**config.mk**
```make
export PLATFORM = sky130hd
export DESIGN_NAME = bmla_rsp_queue
export DESIGN_NICKNAME = d
export VERILOG_FILES = /design/src/hdl/bmla_pkg.sv /design/src/hdl/bmla_rsp_queue.sv
export SDC_FILE = /design/constraint.sdc
export NUM_CORES = 1
export LEC_CHECK = 0
export ABC_CLOCK_PERIOD_IN_PS = 11350
export BUFFER_PORTS_ARGS = -buffer_cell sky130_fd_sc_hd__buf_2
export CAP_MARGIN = 30
export CORE_ASPECT_RATIO = 0.8
export CORE_MARGIN = 1
export CORE_UTILIZATION = 45
export DETAILED_ROUTE_END_ITERATION = 8
export GPL_ROUTABILITY_DRIVEN = 0
export SKIP_CTS_REPAIR_TIMING = 1
export SLEW_MARGIN = 20
export SYNTH_ARGS = -nofsm -noshare
export SYNTH_HDL_FRONTEND = slang
export SYNTH_SLANG_ARGS = --single-unit
```
**constraint.sdc**
```tcl
create_clock -name clock -period 11.35 [get_ports clock]
set_clock_uncertainty 0.15 [all_clocks]
set_input_delay 1.7025 -clock clock [delete_from_list [all_inputs] [get_ports clock]]
set_output_delay 1.7025 -clock clock [all_outputs]
set_load 0.005 [all_outputs]
```
**src/hdl/bmla_pkg.sv**
```systemverilog
package bmla_pkg;

   localparam int FRAC_BITS = 16;
   localparam int ONE       = 1 << FRAC_BITS;
   localparam int ATT_W     = FRAC_BITS + 1;
   localparam int DIV_W     = 32 + FRAC_BITS;
   localparam int NUM_FACES = 6;

   typedef enum logic [1:0] {
      KIND_LOAD  = 2'd0,
      KIND_DIR   = 2'd1,
      KIND_POINT = 2'd2,
      KIND_EMIT  = 2'd3
   } kind_type;

   typedef enum logic [1:0] {
      REG_VIEW_X = 2'd0,
      REG_VIEW_Y = 2'd1,
      REG_VIEW_Z = 2'd2
   } reg_index_type;

   typedef struct packed {
      kind_type           kind;
      logic [2:0]         face;
      logic signed [31:0] vec_x;
      logic signed [31:0] vec_y;
      logic signed [31:0] vec_z;
      logic signed [31:0] red;
      logic signed [31:0] green;
      logic signed [31:0] blue;
      logic [30:0]        light_range;
      logic [30:0]        falloff_start;
   } req_type;

   typedef struct packed {
      logic [2:0]         out_face;
      logic signed [31:0] out_red;
      logic signed [31:0] out_green;
      logic signed [31:0] out_blue;
      logic               last;
   } rsp_type;

   // item plus what the front decided about it
   typedef struct packed {
      req_type item;
      logic    load_ok;
      logic    point_skip;
   } cmd_type;

   typedef struct packed {
      logic signed [31:0] r;
      logic signed [31:0] g;
      logic signed [31:0] b;
   } rgb_type;

   typedef struct packed {
      logic               start;
      logic [DIV_W-1:0]   dividend;
      logic [31:0]        divisor;
   } div_req_type;

   typedef struct packed {
      logic               done;
      logic [DIV_W-1:0]   quotient;
   } div_rsp_type;

   function automatic logic signed [31:0] sat32(input logic signed [49:0] v);
      if (v > 50'sd2147483647) begin
         return 32'sh7FFFFFFF;
      end else if (v < -50'sd2147483648) begin
         return 32'sh80000000;
      end
      return v[31:0];
   endfunction

endpackage

```
**src/hdl/bmla_rsp_queue.sv**
```systemverilog
module bmla_rsp_queue (
   input  logic              clock,
   input  logic              reset,
   input  logic              in_push,
   input  bmla_pkg::rsp_type in_data,
   output logic              in_full,
   output logic              empty,
   input  logic              pop,
   output bmla_pkg::rsp_type rsp_item
);
   import bmla_pkg::*;

   localparam int DEPTH = 8;

   rsp_type    queue_ff [DEPTH];
   logic [2:0] wr_ptr_ff, rd_ptr_ff;
   logic [3:0] count_ff, count_in;
   logic       do_push, do_pop;

   assign in_full  = count_ff == 4'(DEPTH);
   assign empty    = count_ff == 4'd0;
   assign rsp_item = queue_ff[rd_ptr_ff];
   assign do_push  = in_push && !in_full;
   assign do_pop   = pop && !empty;
   assign count_in = count_ff + 4'(do_push) - 4'(do_pop);

   always_ff @(posedge clock) begin
      if (reset) begin
         wr_ptr_ff <= '0;
         rd_ptr_ff <= '0;
         count_ff  <= '0;
      end else begin
         if (do_push) wr_ptr_ff <= wr_ptr_ff + 3'd1;
         if (do_pop) rd_ptr_ff <= rd_ptr_ff + 3'd1;
         count_ff <= count_in;
      end
      if (do_push) begin
         queue_ff[wr_ptr_ff] <= in_data;
      end
   end

endmodule

```
==> results.md, run 1 <==
* Layout Nets at 1604
* Leakage power total at 0.0112 µW
* Largest area contributor in the netlist: edfxtp_1
* Initial antenna violation count at 12
* Number of global-route vias before repair at 14500
* Largest net degree at the start of global routing at ~100
* Clk sinks at around 810
* Clock Tree Root: clkbuf_16
* Die boundary width at around 300 µm
* Die area at about 70000 µm²
* Fin crit share at 0.512
* Final setup vio count at 0
* Mapped cell area at between 30000 and 40000 µm²
* DRT Wirelength at 59.9 mm
* Core footprint at 67500 µm²
* Mean Syn Cell Area at 24.9 µm²
* Top delay family on crit path: buffers and inverters
* # IOs at 206
* Largest stage delay on the critical path at 0.69 ns
* Total negative slack at 0 ns
* Count leader, synth: edfxtp_1
* Worst hold slack at 0.364 ns
* Gate Count Post-Synth at 1236
* Req. time, crit path at 9.50 ns
* Worst-Skew Late Latency at 0.62 ns
* Maximum VDD drop at approximately 0.13 mV
* RSZ-0062 raised after global routing: false
* #FFs+latches synth at 813
* Worst path bufs/invs at 4
* DRC Markers at 0
* Port Buffers at 205
* Most frequent cell on the critical path: buf_4
* Crit-path cells: buf_12 -> buf_4 -> buf_4 -> mux4_2 -> mux2_2 -> buf_2
* Pre-antenna DRT Iters at 5
* Num CTS Buffers at 79
* Final hold viol count at 0
* Critical path arrival at 3.96 ns
* Pwr Density at between 200 and 250 nW/µm²
* ANT nets after route at 0
* Slowest CP cell: buf_4
* Rows at 85
* First-pass GRT wire length at ~90 mm
* Distinct cell type count after synthesis at 30
* Worst setup path class: reg -> out
* GRT Overall Usage at 0.176
* Sequential share of the synthesized area at 0.788
* Iteration-0 DRC Markers at 886
* Via-to-Cell Ratio at approximately 5.4
* Post-synth EDFFs at 800
* Slew @ Worst Pin at 1.00 ns
* Fmax at 172 MHz
* Routed via count at 13300
* Commonest cells post-synth: edfxtp_1 (800), mux4_2 (200), mux2_2 (101)
* H-Tree Depth at 3
* Post-route minimum period at 5.81 ns
* Synth Warn # at 0
* Clock-pin slew on the worst setup and hold paths at approximately 0.06 ns
* Worst Setup Start Kind: flip-flop
* Post-synthesis async set-or-reset flop share at 0
* Gr ovfl total at 0
* Share of layout cells above drive strength 1 at 0.423
* Max clock buf depth at 3
* WL/cell at 24.2 µm
* Area contributors post-synth: edfxtp_1 (78%), mux4_2 (15%), mux2_2 (3.7%)
* Largest fanout on the critical path at 40
* Hold_sp: rd_ptr_ff[1]
* Worst Hold Class: reg -> reg
* Final Max Slew Viols at 0
* Relative slew slack at 0.333
* Reg-to-reg startpoint: count_ff[2]
* Status: complete, no violations
* Max-Cap Viols at 0
* Initial core utilization at 0.456
* Main flop type after synthesis: edfxtp_1
* CTS tree: done
* Die height at 236 µm
* Top cell type's share of synthesized area at 0.779
* P&R area growth vs syn at 15.2%
* Post-synth net total at about 1300
* Critical Path Sink Type: output pin
* Detailed placement HPWL at 30.6 mm
-- tightest hold or removal path: stages (launching register included) --
cell and delay (ns):
dfxtp_1 0.32, nand2b_1 0.09, mux2i_1 0.06
-- routing by layer --
layer  vias up  wire length, µm  track usage
met5         -              113            0
met4        18              886       0.0412
met3        88             3630       0.0488
met2       269            28800        0.277
met1      7119            26500        0.247
li1       5812                -            -
-- logic make-up after synthesis --
group                    after synthesis  synth area share
AO/OA/AOI/OAI                         10           0.00175
XOR/XNOR                               2          0.000568
adder cells (fa/ha/maj)                8           0.00349
buffers and inverters                 63            0.0160
flip-flops                           813             0.788
multiplexers                         305             0.184
AND/OR/NAND/NOR                       35           0.00589
-- cell usage in the layout (no fill, tap or decap), types with 5 or more instances in the layout --
master     netlist  layout
inv_1            6       6
diode_2          0       7
nand2b_1         5       5
a21oi_1          6       6
clkinv_2         0      10
dfxtp_1         13      10
clkinv_1         0      20
buf_4            0      21
mux2_2         101     101
clkbuf_1        14      13
nand2_1          5       5
nor2_1           8       5
edfxtp_1       800     800
mux4_2         200     200
buf_2            2     205
clkbuf_16        0      80
ha_1             7       7
bufinv_16        0       9
-- sequential cells by signal, indices dropped and copies added (netlist names), named ones only --
register,count
count_ff,4
rd_ptr_ff,3
wr_ptr_ff,3
queue_ff,800
-- final timing paths --
| path | endpoint | slack, ns | cells after the start |
|---|---|---|---|
| worst max register to register | queue_ff[2][38] | 8.00 | 6 |
| worst max-delay path | rsp_item[77] | 5.54 | 6 |
| worst min-delay path | flip-flop | 0.36 | 2 |
| worst min register to register | flip-flop | 0.36 | 2 |
-- layout make-up --
cell class / instances / area, µm²
Fill cell: 5209 / 32000
Multi-Input combinational cell: 360 / 6100
Timing Repair Buffer: 232 / 1330
Sequential cell: 813 / 24300
Tap cell: 913 / 1140
Clock inverter: 49 / 512
Antenna cell: 7 / 17.5
Clock buffer: 95 / 2080
Inverter: 6 / 22.5
-- metrics by stage --
step	std cells	power (µW)	instance area [µm²]	setup slack, ns	util
after floorplan	1236	4420	30800	1.79	-
after global placement	2319	4810	32800	5.88	0.485
after detailed placement	2321	4820	32800	5.84	0.486
after CTS	2465	7440	35400	5.18	0.524
after global routing	2468	7650	35500	5.19	0.525
final	2475	7340	35500	5.54	0.526
-- power by group --
| group | internal (µW) | leakage, µW | switching, µW |
|---|---|---|---|
| clock network | 1520 | 0.00125 | 1080 |
| logic | 612 | 0.00255 | 559 |
| registers | 3480 | 0.00737 | 83.1 |
Note: power is estimated with default switching activity, not from simulation.
==> run 2, diff against run 1 <==
ABC_AREA = 1   (was unset)
ABC_CLOCK_PERIOD_IN_PS = 6000   (was 11350)
clock period = 6 ns   (was 11.35 ns; I/O delays follow)
==> results.md, run 2 <==
* Count leader, synth: nand2_1
* Iteration-0 DRC Markers at 1810 (+100%)
* Die height at 254 µm (+7.4%)
* Final Max Slew Viols at 0 (unchanged)
* # IOs at 206 (unchanged)
* Req. time, crit path at 4.95 ns (-4.55 ns)
* Final setup vio count at 0 (unchanged)
* Post-synth net total at 3670 (+170%)
* Num CTS Buffers at 83 (+5.1%)
* P&R area growth vs syn at 12.6%
* Detailed placement HPWL at 39.0 mm (+28%)
* Commonest non-fill, non-tap cell in the layout: nand2_1
* Die boundary width at 317 µm (+7.4%)
* Post-synthesis async set-or-reset flop share at 0 (unchanged)
* Distinct cell type count after synthesis at 18 (-40%)
* Commonest cells post-synth: nand2_1 (1322), inv_1 (819), edfxtp_1 (800)
* Largest area contributor in the netlist: edfxtp_1
* Worst Hold Class: in -> reg
* Critical path arrival at 3.82 ns (-0.14 ns)
* Largest family of logic cells by synthesized area: simple AND/OR/NAND/NOR gates
* DP Area at 37400 µm² (+14%)
* Mux cell area share after synthesis at 0 (-0.184)
* H-Tree Depth at 3 (unchanged)
* Leakage power total at 0.0184 µW (+65%)
* Top cell type's share of synthesized area at 0.675 (-0.105)
* Synth Area in XOR/XNOR at 0 (-0.000568)
* Layout Nets at 3836 (+140%)
* Largest Register: queue_ff
* Worst-Skew Late Latency at 0.63 ns (about the same)
* RSZ-0062 raised after global routing: false
* Clk sinks at 813 (unchanged)
* Port Buffers at 205 (unchanged)
* Pre-antenna DRT Iters at 5 (unchanged)
* Routed via count at 22600 (+70%)
* WL/cell at 16.7 µm (-31%)
* Synth Area in Compound Gates at 0.00112 (-0.000621)
* Status: complete, no violations
* Rows at 91 (+7.1%)
* Final core utilization at 0.516 (-0.00916)
* CTS tree: done
* Final hold viol count at 0 (unchanged)
* Reg2reg setup slack at 2.73 ns (-5.27 ns)
* ANT nets after route at 0 (unchanged)
* Initial antenna violation count at 12 (unchanged)
* Clock-pin slew on the worst setup and hold paths at 0.06 ns (about the same)
* Largest registers: queue_ff x800, count_ff x4
* Die area at 80300 µm² (+15%)
* Synth Warn # at 0 (unchanged)
* #FFs+latches synth at 813 (unchanged)
* Clock Tree Root: clkbuf_16
* Adder-Cell Fraction of Synth Area at 0.00302 (-0.000470)
* Gr ovfl total at 0 (unchanged)
* DRT Wirelength at 80.3 mm (+34%)
* Max-Cap Viols at 0 (unchanged)
* Largest fanout on the critical path at 186 (+370%)
* Number of global-route vias before repair at 21400 (+48%)
* Worst Setup Start Kind: flip-flop
* Max FFs per register at 800 (unchanged)
* Via-to-Cell Ratio at 4.70 (-13%)
* Final Cell Area at 40100 µm² (+13%)
* Gate Count Post-Synth at 3558 (+190%)
* Sequential share of the synthesized area at 0.682 (-0.106)
* Main flop type after synthesis: edfxtp_1
* Worst setup path class: reg -> out
* Pwr Total at 15700 µW (+110%)
* Relative slew slack at 0.260 (-0.0735)
* Core footprint at 77700 µm² (+15%)
* Max clock buf depth at 3 (unchanged)
* Share of layout cells above drive strength 1 at 0.0958 (-0.327)
* Post-route minimum period at 4.87 ns
* Critical Path Sink Type: output pin
* Fmax at 205 MHz
* Post-synth EDFFs at 800 (unchanged)
* Mean Syn Cell Area at 10.0 µm² (-60%)
* First-pass GRT wire length at 124 mm (+38%)
* Maximum VDD drop at 0.253 mV (+100%)
* Largest net degree at the start of global routing at 197 (+95%)
* GRT Overall Usage at 0.202 (+0.0257)
* Area contributors post-synth: edfxtp_1 (67%), nand2_1 (14%), inv_1 (8.6%)
* DRC Markers at 0 (unchanged)
* Slew @ Worst Pin at 1.11 ns (+0.110 ns)
* Mapped cell area at 35600 µm² (+16%)
* Initial core utilization at 0.459 (+0.00225)
* Pwr Density at 392 nW/µm² (+90%)
* Simple-Gate Fraction of Synth Area at 0.200 (+0.194)
* Commonest non-fill, non-tap cells in the layout: nand2_1 (1322), inv_1 (817), edfxtp_1 (800)
* Fin crit share at 0.811
[run 2: changes by cell type in the layout (fill, tap and decap cells not counted), sizes merged, moves of 5 or more]
cell | previous run | this run
clkbuf | 95 | 108
diode | 7 | 1
inv | 9 | 819
mux2 | 103 | 0
mux4 | 200 | 0
nand2 | 5 | 1322
nand2b | 5 | 0
nand3 | 3 | 405
nor2 | 8 | 26
[run 2: area by class of cell]
class / instances / area (µm²)
Fill cell: 6941 / 37500
Sequential cell: 813 / 24300
Multi-Input combinational cell: 1771 / 7320
Inverter: 820 / 3100
Clock buffer: 108 / 2300
Timing Repair Buffer: 235 / 1460
Tap cell: 1023 / 1280
Clock inverter: 43 / 347
Antenna cell: 1 / 2.50
[run 2: logic make-up (layout without fill, tap and decap cells)]
kind of cell / count (synthesis) / in the layout
DFF: 813 / 813
adders and majority gates: 8 / 8
AOI/OAI and AO/OA: 7 / 7
other: 0 / 1
and+or+nand+nor: 1756 / 1756
buffers and inverters: 974 / 1206
[run 2: worst max-delay path, cell delays in order, from the launching register on]
cell and delay [ns]:
dfxtp_4 0.89, clkinv_8 0.63, buf_12 0.45, nand2_1 0.25, nand3_1 0.10, nand2_1 0.08, nand2_1 0.04, nand2_1 0.17
buf_2 0.14
[run 2: final timing paths]
path                      from         endpoint  cells past startpoint
setup reg to reg   count_ff[2]  queue_ff[2][78]                      6
hold / removal           reset      count_ff[1]                      2
hold reg to reg   rd_ptr_ff[2]     rd_ptr_ff[2]                      2
setup / recovery     flip-flop     rsp_item[89]                      8
[run 2: per-stage QoR]
step	setup TNS [ns]	hold WS [ns]	setup WS (ns)	std cells
after CTS	0	0.244	1.20	4812
after floorplan	-132.31	0.315	-0.331	3558
after detailed placement	0	0.345	1.91	4661
after global routing	0	0.253	1.00	4814
final	0	0.292	1.13	4814
after global placement	0	0.333	1.91	4658
[run 2: report_power, final]
part	total (µW)	leakage (µW)	switching, µW	internal, µW
registers	6800	0.00737	163	6640
clock network	5040	0.00130	2100	2950
logic	3880	0.00975	2630	1250
[run 2: metal layers]
layer	vias up	routed length (µm)	global-route usage
met5	-	124	0
met4	20	1270	0.0486
met3	117	4420	0.0411
met2	497	38200	0.336
met1	10600	36300	0.271
li1	11400	-	-
