===== src/hdl/bmla_pkg.sv =====
package bmla_pkg;

   localparam int FRAC_BITS = 16;
   localparam int ONE       = 1 << FRAC_BITS;
   localparam int ATT_W     = FRAC_BITS + 1;
   localparam int DIV_W     = 32 + FRAC_BITS;
   localparam int NUM_FACES = 6;

   typedef enum logic [1:0] {
      KIND_LOAD  = 2'd0,
      KIND_DIR   = 2'd1,
      KIND_POINT = 2'd2,
      KIND_EMIT  = 2'd3
   } kind_type;

   typedef enum logic [1:0] {
      REG_VIEW_X = 2'd0,
      REG_VIEW_Y = 2'd1,
      REG_VIEW_Z = 2'd2
   } reg_index_type;

   typedef struct packed {
      kind_type           kind;
      logic [2:0]         face;
      logic signed [31:0] vec_x;
      logic signed [31:0] vec_y;
      logic signed [31:0] vec_z;
      logic signed [31:0] red;
      logic signed [31:0] green;
      logic signed [31:0] blue;
      logic [30:0]        light_range;
      logic [30:0]        falloff_start;
   } req_type;

   typedef struct packed {
      logic [2:0]         out_face;
      logic signed [31:0] out_red;
      logic signed [31:0] out_green;
      logic signed [31:0] out_blue;
      logic               last;
   } rsp_type;

   // item plus what the front decided about it
   typedef struct packed {
      req_type item;
      logic    load_ok;
      logic    point_skip;
   } cmd_type;

   typedef struct packed {
      logic signed [31:0] r;
      logic signed [31:0] g;
      logic signed [31:0] b;
   } rgb_type;

   typedef struct packed {
      logic               start;
      logic [DIV_W-1:0]   dividend;
      logic [31:0]        divisor;
   } div_req_type;

   typedef struct packed {
      logic               done;
      logic [DIV_W-1:0]   quotient;
   } div_rsp_type;

   function automatic logic signed [31:0] sat32(input logic signed [49:0] v);
      if (v > 50'sd2147483647) begin
         return 32'sh7FFFFFFF;
      end else if (v < -50'sd2147483648) begin
         return 32'sh80000000;
      end
      return v[31:0];
   endfunction

endpackage


===== src/hdl/bmla_div.sv =====
module bmla_div (
   input  logic                  clock,
   input  logic                  reset,
   input  bmla_pkg::div_req_type req,
   output bmla_pkg::div_rsp_type rsp
);
   import bmla_pkg::*;

   localparam int CNT_W = $clog2(DIV_W);

   logic             busy_ff, busy_in;
   logic             done_ff, done_in;
   logic [CNT_W-1:0] cnt_ff, cnt_in;
   logic [DIV_W-1:0] quo_ff, quo_in;
   logic [31:0]      rem_ff, rem_in;
   logic [31:0]      den_ff, den_in;
   logic [32:0]      rem_shift;
   logic [33:0]      trial;

   // one quotient bit per cycle, restoring
   always_comb begin
      rem_shift = {rem_ff, quo_ff[DIV_W-1]};
      trial     = {1'b0, rem_shift} - {2'b00, den_ff};
      busy_in   = busy_ff;
      done_in   = 1'b0;
      cnt_in    = cnt_ff;
      quo_in    = quo_ff;
      rem_in    = rem_ff;
      den_in    = den_ff;
      if (busy_ff) begin
         if (!trial[33]) begin
            rem_in = trial[31:0];
            quo_in = {quo_ff[DIV_W-2:0], 1'b1};
         end else begin
            rem_in = rem_shift[31:0];
            quo_in = {quo_ff[DIV_W-2:0], 1'b0};
         end
         cnt_in = cnt_ff - CNT_W'(1);
         if (cnt_ff == '0) begin
            busy_in = 1'b0;
            done_in = 1'b1;
         end
      end else if (req.start) begin
         busy_in = 1'b1;
         cnt_in  = CNT_W'(DIV_W - 1);
         quo_in  = req.dividend;
         rem_in  = '0;
         den_in  = req.divisor;
      end
   end

   always_ff @(posedge clock) begin
      if (reset) begin
         busy_ff <= 1'b0;
         done_ff <= 1'b0;
      end else begin
         busy_ff <= busy_in;
         done_ff <= done_in;
      end
      cnt_ff <= cnt_in;
      quo_ff <= quo_in;
      rem_ff <= rem_in;
      den_ff <= den_in;
   end

   assign rsp.done     = done_ff;
   assign rsp.quotient = quo_ff;

endmodule


===== config.mk =====
export PLATFORM = sky130hd
export DESIGN_NAME = bmla_div
export DESIGN_NICKNAME = d
export VERILOG_FILES = /design/src/hdl/bmla_pkg.sv /design/src/hdl/bmla_div.sv
export SDC_FILE = /design/constraint.sdc
export NUM_CORES = 1
export LEC_CHECK = 0
export BUFFER_PORTS_ARGS = -buffer_cell sky130_fd_sc_hd__buf_2
export CAP_MARGIN = 20
export CORE_ASPECT_RATIO = 0.5
export CORE_MARGIN = 8
export CORE_UTILIZATION = 55
export CTS_CLUSTER_SIZE = 28
export DETAILED_ROUTE_END_ITERATION = 6
export PLACE_DENSITY = 0.8
export SKIP_CTS_REPAIR_TIMING = 1
export SLEW_MARGIN = 20
export SYNTH_ARGS = -nofsm -noshare
export SYNTH_HDL_FRONTEND = slang
export SYNTH_SLANG_ARGS = --single-unit

===== constraint.sdc =====
create_clock -name clock -period 3.5 [get_ports clock]
set_input_delay 0.35 -clock clock [delete_from_list [all_inputs] [get_ports clock]]
set_output_delay 0.35 -clock clock [all_outputs]
set_load 0.05 [all_outputs]

==> flow_summary_export.csv, run 1 <==
group,metric,value,unit
drt,drtAntennaViolNets,0,
critical_path,cp.required,3660,ps
placement,dpl.hpwl,10160,um
critical_path,crit_family,"compound AO/OA/AOI/OAI gates",
critical_path,r2r_end,"rem_ff[2]$_SDFFCE_PN0P_",
floorplanning,die_h,93.71,um
logic_synthesis,synth_seq_area_share,53.95,%
clock_tree,clk_pin_slew_worst_paths,60,ps
floorplanning,core,11810,um2
floorplanning,initial_core_util,56.26,%
global_routing,gr-total-overflow,0,
logic_synthesis,synth_ff_type,"edfxtp_1",
power_and_ir_drop,p_leak,0.003433,uW
sta,slew_headroom,34.42,%
finish,final_cell_count_no_fill,864,
global_routing,grt_pass1_vias,4889,
sta,post-route-period-util,87.52,%
power_and_ir_drop,p_int,3350,uW
global_routing,grt_max_degree,46,
sta,rsz0062_at_grt,"false",
critical_path,critPathMaxFanout,14,
critical_path,cp_slowest_cell,"edfxtp_1",
sta,setup-tns-final,0,ps
logic_synthesis,ys_async_sr_fraction,0,%
floorplanning,num_rows,28,
logic_synthesis,synth_cell_types,59,
clock_tree,cts_root_buf,"clkbuf_16",
power_and_ir_drop,power.switching,1571,uW
sta,finClkSkew,9.060,ps
clock_tree,cts_buffer_depth,2,
sta,setup_violations,0,
drt,viasPerCell,5.355,
critical_path,startpoint_type,"flip-flop",
finish,regArea,3585,um2
floorplanning,die-area,16060,um2
finish,area_growth,21.04,%
critical_path,max_stage_delay,420,ps
clock_tree,cts_tree,"built",
drt,first_iter_violations,280,
status,status,"finished clean",
min_path,hp-start,"req[27]",
finish,final_nets,803,
min_path,min_path_cells,1,
power_and_ir_drop,p_seq_share,37.9,%
critical_path,critPathKind,"reg2reg",
global_routing,grt_pass1_wl,23500,um
placement,place_congestion,0.8670,
logic_synthesis,synth_edf_count,118,
logic_synthesis,ys_warn_count,0,
sta,worst_slew_pin_slew,981.6,ps
drt,post_drt_wl_per_cell,16.52,um
drt,drc,0,
finish,multi_input_area,2781,um2
critical_path,path_cells,"ha_1, nor2b_1, o2111ai_1, a2111oi_4, o31ai_2, and2_4, o2111a_1, nor2_4, buf_4, mux2i_1, nor2_1",
logic_synthesis,syn_nets,668,
clock_tree,insertion_delay,420,ps
critical_path,end_kind,"flip-flop",
logic_synthesis,netlist_instances,550,
critical_path,worstRegToRegCells,11,
logic_synthesis,avgSynthCellArea,12.08,um2
run,maxCapViolCount,0,
drt,first_pass_iters,4,
placement,dp_cells,831,
min_path,hp-class,"in2reg",
power_and_ir_drop,cellPowerDensity,612.1,nW/um2
global_routing,antenna_found_initial,2,
critical_path,critical_path_buf_inv_count,1,
sta,report.final.slew_viol_count,0,
drt,num_vias,4627,
critical_path,cp.arrival,3230,ps
finish,fillers,863,
sta,fmax,0.3265,GHz
logic_synthesis,synth_area,6643,um2
min_path,hold_path_end,"den_ff[27]$_DFFE_PP_",
power_and_ir_drop,pwr-share-comb,27.4,%
critical_path,r2r_slack,440,ps
critical_path,r2r-start,"rem_ff[0]$_SDFFCE_PN0P_",
power_and_ir_drop,vdd_drop_max,298.6,uV
sta,fin_crit,3063,ps
logic_synthesis,ys_ff_latch,120,
placement,io_buffers,131,
floorplanning,num_io_pins,132,
clock_tree,clock-sinks,120,
clock_tree,cts_max_level,4,
power_and_ir_drop,pwr-share-clk,34.8,%
clock_tree,cts_buffers,17,
power_and_ir_drop,netSwitchingFraction,31.93,%
drt,drt-total-wl,14270,um
finish,drive_gt1_share,34.00,%
global_routing,grt_util_all_layers,18.55,%
sta,finalHoldViolCount,0,
floorplanning,die_x,171.4,um
## logic make-up after synthesis
kind of cell    count (synthesis)  synth area share (%)
simple gates                  129                 9.173
flops                         120                 53.95
compound gates                110                 11.90
buf+inv                        66                 4.294
mux                            65                 10.68
fa+ha+maj                      35                 6.706
xor+xnor                       25                 3.296
## worst max-delay path by stage
stage	from	endpoint	slack (ps)	depth (start not counted)
final	rem_ff[0]$_SDFFCE_PN0P_	rem_ff[2]$_SDFFCE_PN0P_	440	11
after global routing	rem_ff[0]$_SDFFCE_PN0P_	rem_ff[2]$_SDFFCE_PN0P_	220	11
after CTS	rem_ff[0]$_SDFFCE_PN0P_	rem_ff[2]$_SDFFCE_PN0P_	440	11
after global placement	rem_ff[0]$_SDFFCE_PN0P_	rem_ff[3]$_SDFFCE_PN0P_	530	11
after floorplan	busy_ff$_SDFF_PP0_	cnt_ff[0]$_SDFFCE_PN1P_	390	4
after detailed placement	rem_ff[0]$_SDFFCE_PN0P_	rem_ff[3]$_SDFFCE_PN0P_	490	11
## flip-flops by register name (all words and copies together) (netlist names)
signal   count
cnt_ff       6
busy_ff      1
den_ff      32
done_ff      1
rem_ff      32
quo_ff      48
## worst register-to-register path: cells and delay by family (launching register included)
family	cells	cell delay [ps]
AOI/OAI and AO/OA	4	1050
adders and majority gates	1	290
buffers and inverters	1	270
DFF	1	420
muxes	1	230
and+or+nand+nor	4	560
## metal layers
metal / global-route usage [%] / share of wire, % / vias up
met1: 21.94 / 44 / 2186
met5: 0 / 0.084 / -
met3: 6.960 / 7.0 / 24
met2: 30.45 / 47 / 129
met4: 7.405 / 1.7 / 2
li1: - / - / 2286
## layout by cell type, fill, tap and decap left out, types with 6 or more instances in the layout
cell	Yosys	final
clkinv_4	0	6
ha_1	34	34
and2_1	6	6
mux2_2	47	47
mux2i_1	18	18
buf_2	5	131
nor2_1	46	46
a21o_1	13	13
a21oi_1	32	32
nand3_1	6	6
xnor2_1	19	19
nor3_1	6	6
nand2_1	36	36
edfxtp_1	118	118
o21a_1	9	9
clkbuf_16	0	17
inv_1	44	43
o21ai_0	13	13
xor2_1	6	6
## power by group through the flow
stage | Clock (uW) | Sequential, uW | Combinational (uW)
floorplan | 0 | 2070 | 871
global placement | 0 | 1880 | 1320
detailed placement | 0 | 1890 | 1340
CTS | 1740 | 1860 | 1350
global route | 1790 | 1880 | 1480
finish | 1710 | 1860 | 1350
## final cells by class
type                       count  area share, %
antenna                        2        0.06225
tap                          165          2.568
timing repair buffer         137          8.870
clock buffer                  18          5.338
inverter                      45          2.116
multi-input combinational    364          34.59
clock inverter                13          1.867
sequential                   120          44.58
## Yosys cell counts, drive strengths merged, types with 13 or more instances
| cell type | instances | share of area [%] |
|---|---|---|
| edfxtp | 118 | 53 |
| inv | 44 | 2.5 |
| o21ai | 16 | 1.2 |
| buf | 13 | 1.3 |
| mux2i | 18 | 2.7 |
| ha | 34 | 6.4 |
| nand2 | 37 | 2.2 |
| a21o | 13 | 1.5 |
| a21oi | 32 | 2.4 |
| nor2 | 47 | 2.8 |
| mux2 | 47 | 8.0 |
| xnor2 | 19 | 2.5 |
## metrics by stage
stage	total power [uW]	hold WS [ps]	setup WS [ps]	util, %	cell area, um2
floorplan	2944	421.6	388.7	-	6643
global placement	3198	524.9	528.7	63.15	7456
detailed placement	3224	528.1	486.1	63.15	7456
CTS	4949	91.80	440.6	68.06	8035
global route	5154	91.68	222.7	68.08	8038
finish	4921	103.6	436.8	68.10	8040
(Power assumes the default switching activity.)
==> run 2, diff against run 1 <==
- BUFFER_PORTS_ARGS: -buffer_cell sky130_fd_sc_hd__buf_2 -> default
- DONT_BUFFER_PORTS: default -> 1
- PLACE_DENSITY: 0.8 -> 0.7
- SKIP_CTS_REPAIR_TIMING: 1 -> default
==> flow_summary_export.csv, run 2 (synthesis results as in run 1) <==
group,metric,value,unit
status,status,"finished clean",
run,maxCapViolCount,0,
finish,final_nets,674,
sta,rsz0062_at_grt,"false",
floorplanning,num_io_pins,132,
critical_path,worstRegToRegCells,11,
drt,drc,0,
critical_path,path_cells,"ha_1, nor2b_1, o2111ai_1, a2111oi_4, o31ai_2, and2_4, o2111a_1, nor2_4, buf_12, mux2i_1, nor2_1",
finish,largestRegisters,"quo_ff (48), den_ff (32), rem_ff (32)",
critical_path,crit_cells,11,
sta,fin_crit,3124,ps
power_and_ir_drop,p_leak,0.002905,uW
clock_tree,cts_root_buf,"clkbuf_16",
global_routing,grt_util_met3,9.392,%
sta,slew_headroom,32.98,%
global_routing,grt_pass1_vias,4260,
finish,final_common_cell,"edfxtp_1",
critical_path,crit_family,"compound AO/OA/AOI/OAI gates",
global_routing,use_met2,27.17,%
drt,drt-total-wl,14080,um
placement,io_buffers,0,
floorplanning,num_rows,28,
global_routing,grt_max_degree,56,
drt,drtAntennaViolNets,0,
clock_tree,insertion_delay,420,ps
floorplanning,die_h,93.71,um
clock_tree,clk_pin_slew_worst_paths,60,ps
critical_path,end_kind,"flip-flop",
drt,first_pass_iters,4,
finish,largest_reg_flops,48,
drt,first_iter_violations,215,
sta,finalHoldViolCount,0,
power_and_ir_drop,cellPowerDensity,639.0,nW/um2
critical_path,critPathMaxFanout,34,
sta,finClkSkew,12.90,ps
finish,regArea,3585,um2
global_routing,antenna_found_initial,3,
critical_path,cp.required,3650,ps
placement,dpl.hpwl,9875,um
finish,multi_input_area,2781,um2
clock_tree,cts_buffer_depth,2,
floorplanning,initial_core_util,56.26,%
drt,post_drt_wl_per_cell,19.21,um
power_and_ir_drop,total_power,4695,uW
floorplanning,core,11810,um2
finish,area_growth,10.60,%
floorplanning,die-area,16060,um2
power_and_ir_drop,vdd_drop_max,312.9,uV
sta,report.final.slew_viol_count,0,
clock_tree,cts_tree,"built",
floorplanning,die_x,171.4,um
sta,setup-tns-final,0,ps
clock_tree,post_cts_buffers,0,
finish,drive_gt1_share,18.84,%
critical_path,critPathKind,"reg2reg",
global_routing,grt_util_all_layers,18.08,%
sta,worst_slew_pin_slew,1003,ps
placement,place_congestion,0.8361,
critical_path,cp_slowest_cell,"edfxtp_1",
sta,hold-worst-slack,25.04,ps
critical_path,cp.arrival,3280,ps
finish,fillers,937,
critical_path,r2r_slack,380,ps
critical_path,startpoint_type,"flip-flop",
critical_path,max_stage_delay,420,ps
clock_tree,cts_buffers,17,
global_routing,top_usage_layer,"met2",
finish,final_cell_mix,"edfxtp_1, mux2_2, nor2_1",
global_routing,gr-total-overflow,0,
sta,fmax,0.3201,GHz
min_path,min_path_cells,0,
global_routing,grt_pass1_wl,22330,um
min_path,hp-class,"in2reg",
finish,top_register,"quo_ff",
drt,num_vias,4119,
critical_path,critical_path_buf_inv_count,1,
global_routing,use_met1,22.51,%
finish,n_antenna_cell,0,
clock_tree,cts_resized,0,
sta,post-route-period-util,89.27,%
clock_tree,clock-sinks,120,
drt,viasPerCell,5.619,
clock_tree,cts_hold_buf,1,
sta,setup_violations,0,
clock_tree,cts_max_level,4,
-- run 2: cell types whose count changed in the layout (fill, tap and decap cells not counted), sizes merged --
cell         delta
clkbuf          -1
diode           -2
bufinv          -2
clkinv          +3
buf           -130
dlygate4sd3     +1
-- run 2: routing by layer --
layer	vias to the layer above	wire (um)
met5	-	30
met4	6	136
met3	19	1346
met2	117	6037
met1	1943	6532
li1	2034	-
-- run 2: area by class of cell --
type / count / share of cell area, %
clock buffer: 17 / 5.790
clock inverter: 14 / 1.413
inverter: 45 / 2.316
multi-input combinational: 364 / 37.86
sequential: 120 / 48.79
tap: 165 / 2.810
timing repair buffer: 8 / 1.022
-- run 2: per-stage QoR --
step                      area [um2]  util [%]  setup WS (ps)  instances
after floorplan                 6643         -          388.7        550
after global placement          6808     57.66          490.2        701
after detailed placement        6808     57.66          441.0        701
after CTS                       7347     62.23          417.0        733
after global routing            7347     62.23          208.0        733
final                           7347     62.23          375.5        733
-- run 2: path summary, 6_finish.rpt --
path,start,to
setup / recovery,rem_ff[0]$_SDFFCE_PN0P_,rem_ff[7]$_SDFFCE_PN0P_
hold reg to reg,rem_ff[16]$_SDFFCE_PN0P_,rem_ff[17]$_SDFFCE_PN0P_
hold / removal,req[30],den_ff[30]$_DFFE_PP_
setup reg to reg,rem_ff[0]$_SDFFCE_PN0P_,rem_ff[7]$_SDFFCE_PN0P_
-- run 2: worst register-to-register path, stage by stage (launching register included) --
cell and delay (ps):
edfxtp_1 420, ha_1 310, nor2b_1 180, o2111ai_1 260
a2111oi_4 410, o31ai_2 110, and2_4 190, o2111a_1 280
nor2_4 150, buf_12 240, mux2i_1 250, nor2_1 50
-- run 2: report_power, final --
| group | total, uW | internal (uW) | switching, uW |
|---|---|---|---|
| Combinational | 1050 | 457 | 592 |
| Clock | 1570 | 902 | 664 |
| Sequential | 2080 | 1780 | 300 |
| Total | 4700 | 3140 | 1560 |
