===== config.mk =====
export PLATFORM = sky130hd
export DESIGN_NAME = bmla_front
export DESIGN_NICKNAME = d
export VERILOG_FILES = /design/src/hdl/bmla_pkg.sv /design/src/hdl/bmla_front.sv
export SDC_FILE = /design/constraint.sdc
export NUM_CORES = 1
export LEC_CHECK = 0
export BUFFER_PORTS_ARGS = -buffer_cell sky130_fd_sc_hd__buf_4
export CAP_MARGIN = 5
export CORE_MARGIN = 2
export CORE_UTILIZATION = 30
export DETAILED_ROUTE_END_ITERATION = 6
export PLACE_DENSITY = 0.47
export SYNTH_ARGS = -nofsm -noshare
export SYNTH_HDL_FRONTEND = slang
export SYNTH_SLANG_ARGS = --single-unit
export TNS_END_PERCENT = 20

===== constraint.sdc =====
create_clock -name clock -period 13.95 [get_ports clock]
set_input_delay 2.79 -clock clock [delete_from_list [all_inputs] [get_ports clock]]
set_output_delay 2.79 -clock clock [all_outputs]
set_load 0.02 [all_outputs]

===== src/hdl/bmla_pkg.sv =====
package bmla_pkg;

   localparam int FRAC_BITS = 16;
   localparam int ONE       = 1 << FRAC_BITS;
   localparam int ATT_W     = FRAC_BITS + 1;
   localparam int DIV_W     = 32 + FRAC_BITS;
   localparam int NUM_FACES = 6;

   typedef enum logic [1:0] {
      KIND_LOAD  = 2'd0,
      KIND_DIR   = 2'd1,
      KIND_POINT = 2'd2,
      KIND_EMIT  = 2'd3
   } kind_type;

   typedef enum logic [1:0] {
      REG_VIEW_X = 2'd0,
      REG_VIEW_Y = 2'd1,
      REG_VIEW_Z = 2'd2
   } reg_index_type;

   typedef struct packed {
      kind_type           kind;
      logic [2:0]         face;
      logic signed [31:0] vec_x;
      logic signed [31:0] vec_y;
      logic signed [31:0] vec_z;
      logic signed [31:0] red;
      logic signed [31:0] green;
      logic signed [31:0] blue;
      logic [30:0]        light_range;
      logic [30:0]        falloff_start;
   } req_type;

   typedef struct packed {
      logic [2:0]         out_face;
      logic signed [31:0] out_red;
      logic signed [31:0] out_green;
      logic signed [31:0] out_blue;
      logic               last;
   } rsp_type;

   // item plus what the front decided about it
   typedef struct packed {
      req_type item;
      logic    load_ok;
      logic    point_skip;
   } cmd_type;

   typedef struct packed {
      logic signed [31:0] r;
      logic signed [31:0] g;
      logic signed [31:0] b;
   } rgb_type;

   typedef struct packed {
      logic               start;
      logic [DIV_W-1:0]   dividend;
      logic [31:0]        divisor;
   } div_req_type;

   typedef struct packed {
      logic               done;
      logic [DIV_W-1:0]   quotient;
   } div_rsp_type;

   function automatic logic signed [31:0] sat32(input logic signed [49:0] v);
      if (v > 50'sd2147483647) begin
         return 32'sh7FFFFFFF;
      end else if (v < -50'sd2147483648) begin
         return 32'sh80000000;
      end
      return v[31:0];
   endfunction

endpackage


===== src/hdl/bmla_front.sv =====
module bmla_front (
   input  logic              clock,
   input  logic              reset,
   input  logic              push,
   output logic              full,
   input  bmla_pkg::req_type req_item,
   output logic              cmd_valid,
   input  logic              cmd_pop,
   output bmla_pkg::cmd_type cmd
);
   import bmla_pkg::*;

   localparam int DEPTH = 4;

   cmd_type    queue_ff [DEPTH];
   logic [1:0] wr_ptr_ff, wr_ptr_in;
   logic [1:0] rd_ptr_ff, rd_ptr_in;
   logic [2:0] count_ff, count_in;
   cmd_type    incoming;
   logic       do_push, do_pop;

   always_comb begin
      incoming.item       = req_item;
      incoming.load_ok    = req_item.face <= 3'(NUM_FACES - 1);
      incoming.point_skip = req_item.light_range <= req_item.falloff_start;
   end

   assign full      = count_ff == 3'(DEPTH);
   assign cmd_valid = count_ff != 3'd0;
   assign cmd       = queue_ff[rd_ptr_ff];
   assign do_push   = push && !full;
   assign do_pop    = cmd_pop && cmd_valid;

   always_comb begin
      wr_ptr_in = do_push ? wr_ptr_ff + 2'd1 : wr_ptr_ff;
      rd_ptr_in = do_pop ? rd_ptr_ff + 2'd1 : rd_ptr_ff;
      count_in  = count_ff + 3'(do_push) - 3'(do_pop);
   end

   always_ff @(posedge clock) begin
      if (reset) begin
         wr_ptr_ff <= '0;
         rd_ptr_ff <= '0;
         count_ff  <= '0;
      end else begin
         wr_ptr_ff <= wr_ptr_in;
         rd_ptr_ff <= rd_ptr_in;
         count_ff  <= count_in;
      end
      if (do_push) begin
         queue_ff[wr_ptr_ff] <= incoming;
      end
   end

endmodule


==> impl_metrics.toml, run 1 <==
[run]
max_cap_violations = 0

[setup_path]
end_kind = "primary output"
path_delay_family = "buffers and inverters"
worstSetupPathType = "register to primary output"
path_cells = "buf_4 -> buf_12 -> mux4_2 -> buf_4"
critPathBufInv = 3
slowest_stage = "buf_4"
crit_top_cell = "buf_4"
cp.arrival_ps = 4140
worstPathRequired_ps = 11160
max_stage_delay_ps = 830
crit_fanout = 94
worst_setup_path_start_kind = "register"

[timing]
finalCriticalPeriod_ps = 6930
setup_viol = 0
whs_ps = 549
tns_ps = 0
relSlewSlack = 0.302
worst_pin_slew_ps = 1050
max_freq_mhz = 144
fin_worst_skew_ps = 25.6
setup_slack_ps = 7020
hold_violations = 0
grt_setup_unrepaired = "false"
finalMaxSlewViolations = 0
fin_crit_sh = 0.497

[clock_tree]
numCtsBuffers = 113
ctsLongestPathBuffers = 3
cts_resized = 0
cts-root-buf = "clkbuf_16"
clkLatencyLatePin_ps = 700
cts.htree.levels = 3
cts_setup_buffers = 0
cts_sinks = 1053
cts-hold-fix-buffers = 0
clkTransAtPathRegs_ps = 60
cts_tree = "yes"

[synthesis]
yosys.area.top_type = "edfxtp_1"
yosysWarnings = 0
synthCells = 1516
syn-cell-area_sq_mm = 0.0387
syn_nets = 1817
synth.distinct_cells = 34
ys_seq_area_frac = 0.814
yosysMostFrequentCell = "edfxtp_1"
synth_flop_cell = "edfxtp_1"
yosysTopAreaCellShare = 0.810
synthArstFlopShare = 0
synth_edf_count = 1044
syn_avg_cell_area_sq_um = 25.5
synth_area_leaders = "edfxtp_1, mux4_2, ha_1"
ys_ff_latch = 1053
netlist_top_cells_count = "edfxtp_1, mux4_2, ha_1, inv_1, buf_2"

[route]
via_per_inst = 4.60
drt.antenna.violating_nets = 0
met1Wirelength_mm = 36.4
drt_iter0_drc = 1158
dr_total_vias = 17800
route.met3.wl_mm = 7.96
drc_errors = 0
route.top_layer_used = "met5"
wl_per_cell_um = 23.3
routed_wl_mm = 90.3
met2WireLength_mm = 43.8
firstDrtPassIters = 7

[die]
die_y_um = 363
ios = 526
initial_core_util = 0.303
row_count = 131
die_x_um = 363
coreArea_sq_mm = 0.128
dieArea_sq_mm = 0.132

[pwr]
leakagePower_nw = 16.0
cellPowerDensity_mw_per_mm2 = 191
irDropWorstVdd_mv = 0.143

[finish]
area.growth.synth_to_final_pct = 24.5
drive_gt1_frac = 0.438
fill_cells = 11700
final_nets = 2417
fin_util = 0.377
finish.instance_area_sq_mm = 0.0482

[place]
place_congestion = 0.745
dpl.hpwl_mm = 55.6
place_area_sq_mm = 0.0447
port_buffers = 525
dpl_worst_slack_ps = 7590

[global_routing]
grt_pass1_wl_mm = 131
grt-ovfl-total = 0
antenna_found_initial = 20
grt_max_degree = 126
track_usage = 0.135
grt_pass1_vias = 19300

[hold_path]
min_path_type = "register to register"

[outcome]
status = "finished, final reports clean"
[cell type report]
type / count / area, sq um / share of cell area
flip-flops and latches: 1053 / 31500 / 0.654
multi-input cells: 367 / 6800 / 0.141
repair buffers: 544 / 4160 / 0.0863
clock buffers: 136 / 3000 / 0.0622
well taps: 1662 / 2080 / 0.0431
clock inverters: 68 / 478 / 0.00992
inverters: 37 / 139 / 0.00288
diodes: 3 / 7.51 / 0.000156
[worst register-to-register path, cell delays in order (launching register included)]
cell and delay [ps]:
dfxtp_1 320, nor3b_1 170, nor2b_1 420, and2_4 800, buf_4 830, buf_4 880
[layout by cell type, fill, tap and decap left out, types with 3 or more instances in the layout]
| cell | instances |
|---|---|
| a21oi_1 | 11 |
| and2_4 | 4 |
| buf_12 | 6 |
| buf_4 | 538 |
| bufinv_16 | 6 |
| clkbuf_1 | 19 |
| clkbuf_16 | 117 |
| clkinv_1 | 33 |
| clkinv_2 | 20 |
| clkinvlp_4 | 4 |
| dfxtp_1 | 7 |
| diode_2 | 3 |
| edfxtp_1 | 1044 |
| ha_1 | 37 |
| inv_1 | 37 |
| inv_6 | 3 |
| mux4_2 | 261 |
| nand2_1 | 6 |
| nand3_1 | 5 |
| nor2_1 | 7 |
| nor2b_1 | 3 |
| o21ai_0 | 4 |
| xnor2_1 | 4 |
[path summary, 6_finish.rpt]
kind	cells after the start	end	from	slack [ps]
max	4	cmd[161]	register	7020
min	2	rd_ptr_ff[0]$_SDFFE_PP0P_	rd_ptr_ff[0]$_SDFFE_PP0P_	550
max reg2reg	5	queue_ff[3][169]$_DFFE_PP_	count_ff[2]$_SDFF_PP0_	10030
min reg2reg	2	rd_ptr_ff[0]$_SDFFE_PP0P_	rd_ptr_ff[0]$_SDFFE_PP0P_	550
[registers in the layout, indices dropped and copies added, names as in the netlist, named ones only]
| register | count |
|---|---|
| wr_ptr_ff | 2 |
| count_ff | 3 |
| rd_ptr_ff | 2 |
| queue_ff | 1044 |
[report_power, final]
group / switching, mW / total (mW) / internal, mW
Sequential: 0.107 / 3.97 / 3.87
Combinational: 1.35 / 2.42 / 1.07
Clock: 1.19 / 2.81 / 1.63
Total: 2.65 / 9.21 / 6.56
[per-layer routing]
layer  GRT usage  vias up
met5           0        -
li1            -     7721
met3      0.0573      152
met2       0.218      507
met1       0.166     9388
met4      0.0359       34
[cell families after synthesis]
group	count (synthesis)	share of synthesized area
simple gates	38	0.00582
fa+ha+maj	38	0.0125
buf+inv	96	0.0102
flops	1053	0.814
xor+xnor	5	0.00113
compound gates	24	0.00385
mux	262	0.152
[through the flow]
stage               power, mW  instances
global placement         6.51       3663
detailed placement       6.54       3663
CTS                      9.39       3867
global route             9.63       3867
floorplan                5.55       1516
finish                   9.21       3870
Power figures use the tool's default switching activity.
==> run 2: changes to the inputs <==
clock period = 6.63 ns   (was 13.95 ns; I/O delays follow)
==> run 2 against run 1 <==
  * Cell count increased by 0.67%
  * Flip-flop and latch count unchanged
  * Sequential power is 110% higher
==> impl_metrics.toml, run 2 (same netlist as run 1, synthesis figures left out) <==
[global_routing]
grt_max_degree = 104
grt_pass1_wl_mm = 131
grt_use_met2 = 0.222
track_usage = 0.135
use_met3 = 0.0536
grt_pass1_vias = 19500
grtUsageMet1 = 0.166
antenna_found_initial = 16
top_usage_layer = "met2"
grt-ovfl-total = 0

[setup_path]
max_stage_delay_ps = 880
slowest_stage = "dfxtp_4"
path_depth = 3
worst_setup_path_start_kind = "register"
endpoint = "cmd[141]"
critPathBufInv = 2
rr_startpoint = "count_ff[1]$_SDFF_PP0_"
end_kind = "primary output"
r2r_end = "queue_ff[2][74]$_DFFE_PP_"
r2r_cells = 4
worstPathRequired_ps = 5300
regToRegSetupSlack_ps = 3640
crit_fanout = 69
path_cells = "buf_12 -> mux4_2 -> buf_4"
cp.arrival_ps = 3110
worstSetupPathType = "register to primary output"
path_delay_family = "flip-flops"

[timing]
grt_setup_unrepaired = "false"
whs_ps = 557
setup_slack_ps = 2190
max_freq_mhz = 225
finalMaxSlewViolations = 0
fin_worst_skew_ps = 33.8
fin_crit_sh = 0.669
worst_pin_slew_ps = 1040
finalCriticalPeriod_ps = 4440
setup_viol = 0
relSlewSlack = 0.306
hold_violations = 0

[finish]
area.growth.synth_to_final_pct = 25.9
drive_gt1_frac = 0.448
layout_commonest_cell = "edfxtp_1"
largest_registers = "queue_ff: 1044 flops, count_ff: 3 flops"
largest_reg_flops = 1044
multi_input_area_sq_mm = 0.00680
final_cell_mix = "edfxtp_1, buf_4, mux4_2, clkbuf_16"
fill_cells = 11500
register_area_sq_mm = 0.0315
final_nets = 2435
regMostFlops = "queue_ff"
fin_util = 0.381

[die]
ios = 526
dieArea_sq_mm = 0.132
row_count = 131
die_x_um = 363
die_y_um = 363
initial_core_util = 0.303
coreArea_sq_mm = 0.128

[place]
dpl.hpwl_mm = 55.6
place_congestion = 0.709
port_buffers = 525
dpl_worst_slack_ps = 2730

[route]
dr_total_vias = 17900
drt_iter0_drc = 1210
routed_wl_mm = 90.1
firstDrtPassIters = 4
drc_errors = 0
drt.antenna.violating_nets = 0
via_per_inst = 4.58
wl_per_cell_um = 23.1

[pwr]
leakagePower_nw = 16.3
irDropWorstVdd_mv = 0.270
cellPowerDensity_mw_per_mm2 = 408

[clock_tree]
clkLatencyLatePin_ps = 710
cts_resized = 0
cts_sinks = 1053
ctsLongestPathBuffers = 3
numCtsBuffers = 112
cts-hold-fix-buffers = 0
cts-root-buf = "clkbuf_16"
clkTransAtPathRegs_ps = 60
cts.htree.levels = 3
cts_tree = "yes"
cts_setup_buffers = 0

[hold_path]
min_path_type = "register to register"
whs_path_depth = 2

[outcome]
status = "finished, final reports clean"

[run]
max_cap_violations = 0
==> run 2: worst min-delay path by stage <==
stage | to | from | slack, ps
after floorplan | register | rd_ptr_ff[1]$_SDFFE_PP0P_ | 480
after global placement | register | rd_ptr_ff[1]$_SDFFE_PP0P_ | 510
after detailed placement | register | rd_ptr_ff[1]$_SDFFE_PP0P_ | 540
after CTS | register | rd_ptr_ff[1]$_SDFFE_PP0P_ | 560
after global routing | wr_ptr_ff[1]$_SDFFE_PP0N_ | wr_ptr_ff[1]$_SDFFE_PP0N_ | 580
final | register | rd_ptr_ff[1]$_SDFFE_PP0P_ | 560
==> run 2: where the power goes <==
group          leakage [nW]  switching, mW  internal [mW]  total (mW)
Sequential             9.64          0.207           8.12        8.33
Combinational          4.80           2.89           2.31        5.20
Clock                  1.85           2.57           3.77        6.33
Total                  16.3           5.66           14.2        19.9
==> run 2: final cells by class <==
class                   instances  area share
flip-flops and latches       1053       0.647
well taps                    1662      0.0427
multi-input cells             367       0.140
clock buffers                 130      0.0598
inverters                      37     0.00285
repair buffers                563      0.0903
clock inverters                82      0.0176
diodes                          2    0.000103
==> run 2: per-layer routing <==
| layer | up-vias | routed length (um) | part of all wire |
|---|---|---|---|
| met5 | - | 161 | 0.0018 |
| met4 | 28 | 1720 | 0.019 |
| met3 | 142 | 7660 | 0.085 |
| met2 | 493 | 44300 | 0.49 |
| met1 | 9431 | 36300 | 0.40 |
| li1 | 7767 | - | - |
==> run 2: tightest hold or removal path, stage by stage (launching register included) <==
cell     delay [ps]
dfxtp_1         310
xor2_1          140
nor2_1           70
==> run 2: stage by stage <==
| stage | total power [mW] | TNS, ps | cell area [sq um] | instances |
|---|---|---|---|---|
| 6_report | 19.9 | 0 | 48700 | 3896 |
| 3_5_place_dp | 13.9 | 0 | 45000 | 3682 |
| 5_1_grt | 20.7 | 0 | 48700 | 3895 |
| 4_1_cts | 20.3 | 0 | 48700 | 3894 |
| 2_1_floorplan | 11.6 | -1295830 | 38700 | 1516 |
| 3_3_place_gp | 13.8 | 0 | 45000 | 3682 |
==> run 3: changes to the inputs <==
PLACE_DENSITY = 0.49   (was 0.47)
clock period = 3.9 ns   (was 6.63 ns; I/O delays follow)
==> run 3 against run 2 <==
  * Non-clock buffer count rose by 62
  * Wire length rose by 1.4%
  * Worst setup slack got worse by 1700 ps
  * Combinational power rose by 78%
  * Clock skew fell by 16 ps
  * Worst hold slack got worse by 290 ps
  * Critical path type unchanged
  * Core utilization rose by 0.42 points
  * Sequential power rose by 69%
  * Cell area rose by 1.1%
==> impl_metrics.toml, run 3 (same netlist as run 1, synthesis figures left out) <==
[outcome]
status = "finished, final reports clean"

[finish]
multi_input_area_sq_mm = 0.00680
final_nets = 2498
largest_registers = "queue_ff: 1044 flops, count_ff: 3 flops"
regMostFlops = "queue_ff"
finish.instance_area_sq_mm = 0.0493
final_cell_mix = "edfxtp_1, buf_4, mux4_2, clkbuf_16"
drive_gt1_frac = 0.463
area.growth.synth_to_final_pct = 27.3
register_area_sq_mm = 0.0315
fill_cells = 11600
largest_reg_flops = 1044
layout_commonest_cell = "edfxtp_1"

[clock_tree]
cts-root-buf = "clkbuf_16"
clkTransAtPathRegs_ps = 60
cts_resized = 0
clkLatencyLatePin_ps = 710
cts_sinks = 1053
numCtsBuffers = 113
cts-hold-fix-buffers = 0
cts.htree.levels = 3
cts_tree = "yes"
ctsLongestPathBuffers = 3
cts_setup_buffers = 0

[place]
place_congestion = 0.733
dpl.hpwl_mm = 61.1
dpl_worst_slack_ps = 823
place_area_sq_mm = 0.0457
port_buffers = 525

[timing]
worst_pin_slew_ps = 673
finalCriticalPeriod_ps = 3450
relSlewSlack = 0.547
finalMaxSlewViolations = 0
grt_setup_unrepaired = "false"
setup_slack_ps = 453
hold_violations = 0
fin_worst_skew_ps = 17.7
setup_viol = 0
tns_ps = 0
max_freq_mhz = 290
fin_crit_sh = 0.884

[route]
route.met3.wl_mm = 8.32
met1Wirelength_mm = 35.9
met2WireLength_mm = 44.6
drt.antenna.violating_nets = 0
wl_per_cell_um = 23.1
route.top_layer_used = "met5"
routed_wl_mm = 91.3
drt_iter0_drc = 1118
via_per_inst = 4.60
firstDrtPassIters = 5
dr_total_vias = 18200
drc_errors = 0

[die]
coreArea_sq_mm = 0.128
row_count = 131
die_y_um = 363
initial_core_util = 0.303
die_x_um = 363
ios = 526
dieArea_sq_mm = 0.132

[setup_path]
worst_setup_path_start_kind = "register"
rr_startpoint = "count_ff[1]$_SDFF_PP0_"
worstPathRequired_ps = 3120
end_kind = "primary output"
crit_fanout = 63
worstSetupPathType = "register to primary output"
cp.arrival_ps = 2670

[global_routing]
grt_max_degree = 68
grt_pass1_wl_mm = 133
antenna_found_initial = 18
grt-ovfl-total = 0
track_usage = 0.137
grt_pass1_vias = 19800

[pwr]
irDropWorstVdd_mv = 0.426
cellPowerDensity_mw_per_mm2 = 682
leakagePower_nw = 16.6

[hold_path]
min_path_type = "input pin to register"
hold_start = "req_item[154]"

[run]
max_cap_violations = 0
## run 3: cell types whose count changed in the layout (fill, tap and decap cells not counted), moves of 2 or more
cell        previous run  this run
buf_4                549       590
buf_12                14        35
bufinv_16             16         9
clkinvlp_4             2         8
diode_2                2         6
clkinv_1              30        27
clkbuf_16            114       116
clkinv_16              2         0
## run 3: report_power, final
| part | switching (mW) | internal (mW) |
|---|---|---|
| clock network | 4.27 | 5.99 |
| logic | 5.08 | 4.19 |
| registers | 0.300 | 13.8 |
## run 3: routing by layer
| layer | vias to the layer above | global-route usage |
|---|---|---|
| met3 | 152 | 0.0575 |
| li1 | 7893 | - |
| met4 | 24 | 0.0418 |
| met5 | - | 0 |
| met1 | 9583 | 0.166 |
| met2 | 532 | 0.223 |
## run 3: critical path: stages, from the launching register on
cell,delay [ps]
dfxtp_4,580
buf_12,460
mux4_2,620
buf_4,180
## run 3: stage by stage
step,cells,hold WS (ps),total power [mW],utilization
2_1_floorplan,1516,485,19.6,-
3_3_place_gp,3744,532,23.8,0.357
3_5_place_dp,3744,513,23.9,0.357
4_1_cts,3950,171,34.3,0.385
5_1_grt,3955,191,35.1,0.385
6_report,3956,267,33.6,0.385
## run 3: worst paths after layout
kind                                endpoint  slack (ps)  cells after the start
setup / recovery                    cmd[185]         450                      3
hold / removal    queue_ff[2][156]$_DFFE_PP_         270                      1
setup reg to reg   queue_ff[1][29]$_DFFE_PP_        1370                      5
hold reg to reg    rd_ptr_ff[1]$_SDFFE_PP0P_         540                      2
## run 3: final cells by class
class,instances,share of cell area
Multi-Input combinational cell,367,0.138
Antenna cell,6,0.000305
Clock inverter,75,0.0125
Timing Repair Buffer,625,0.104
Clock buffer,131,0.0601
Sequential cell,1053,0.640
Tap cell,1662,0.0422
Inverter,37,0.00282
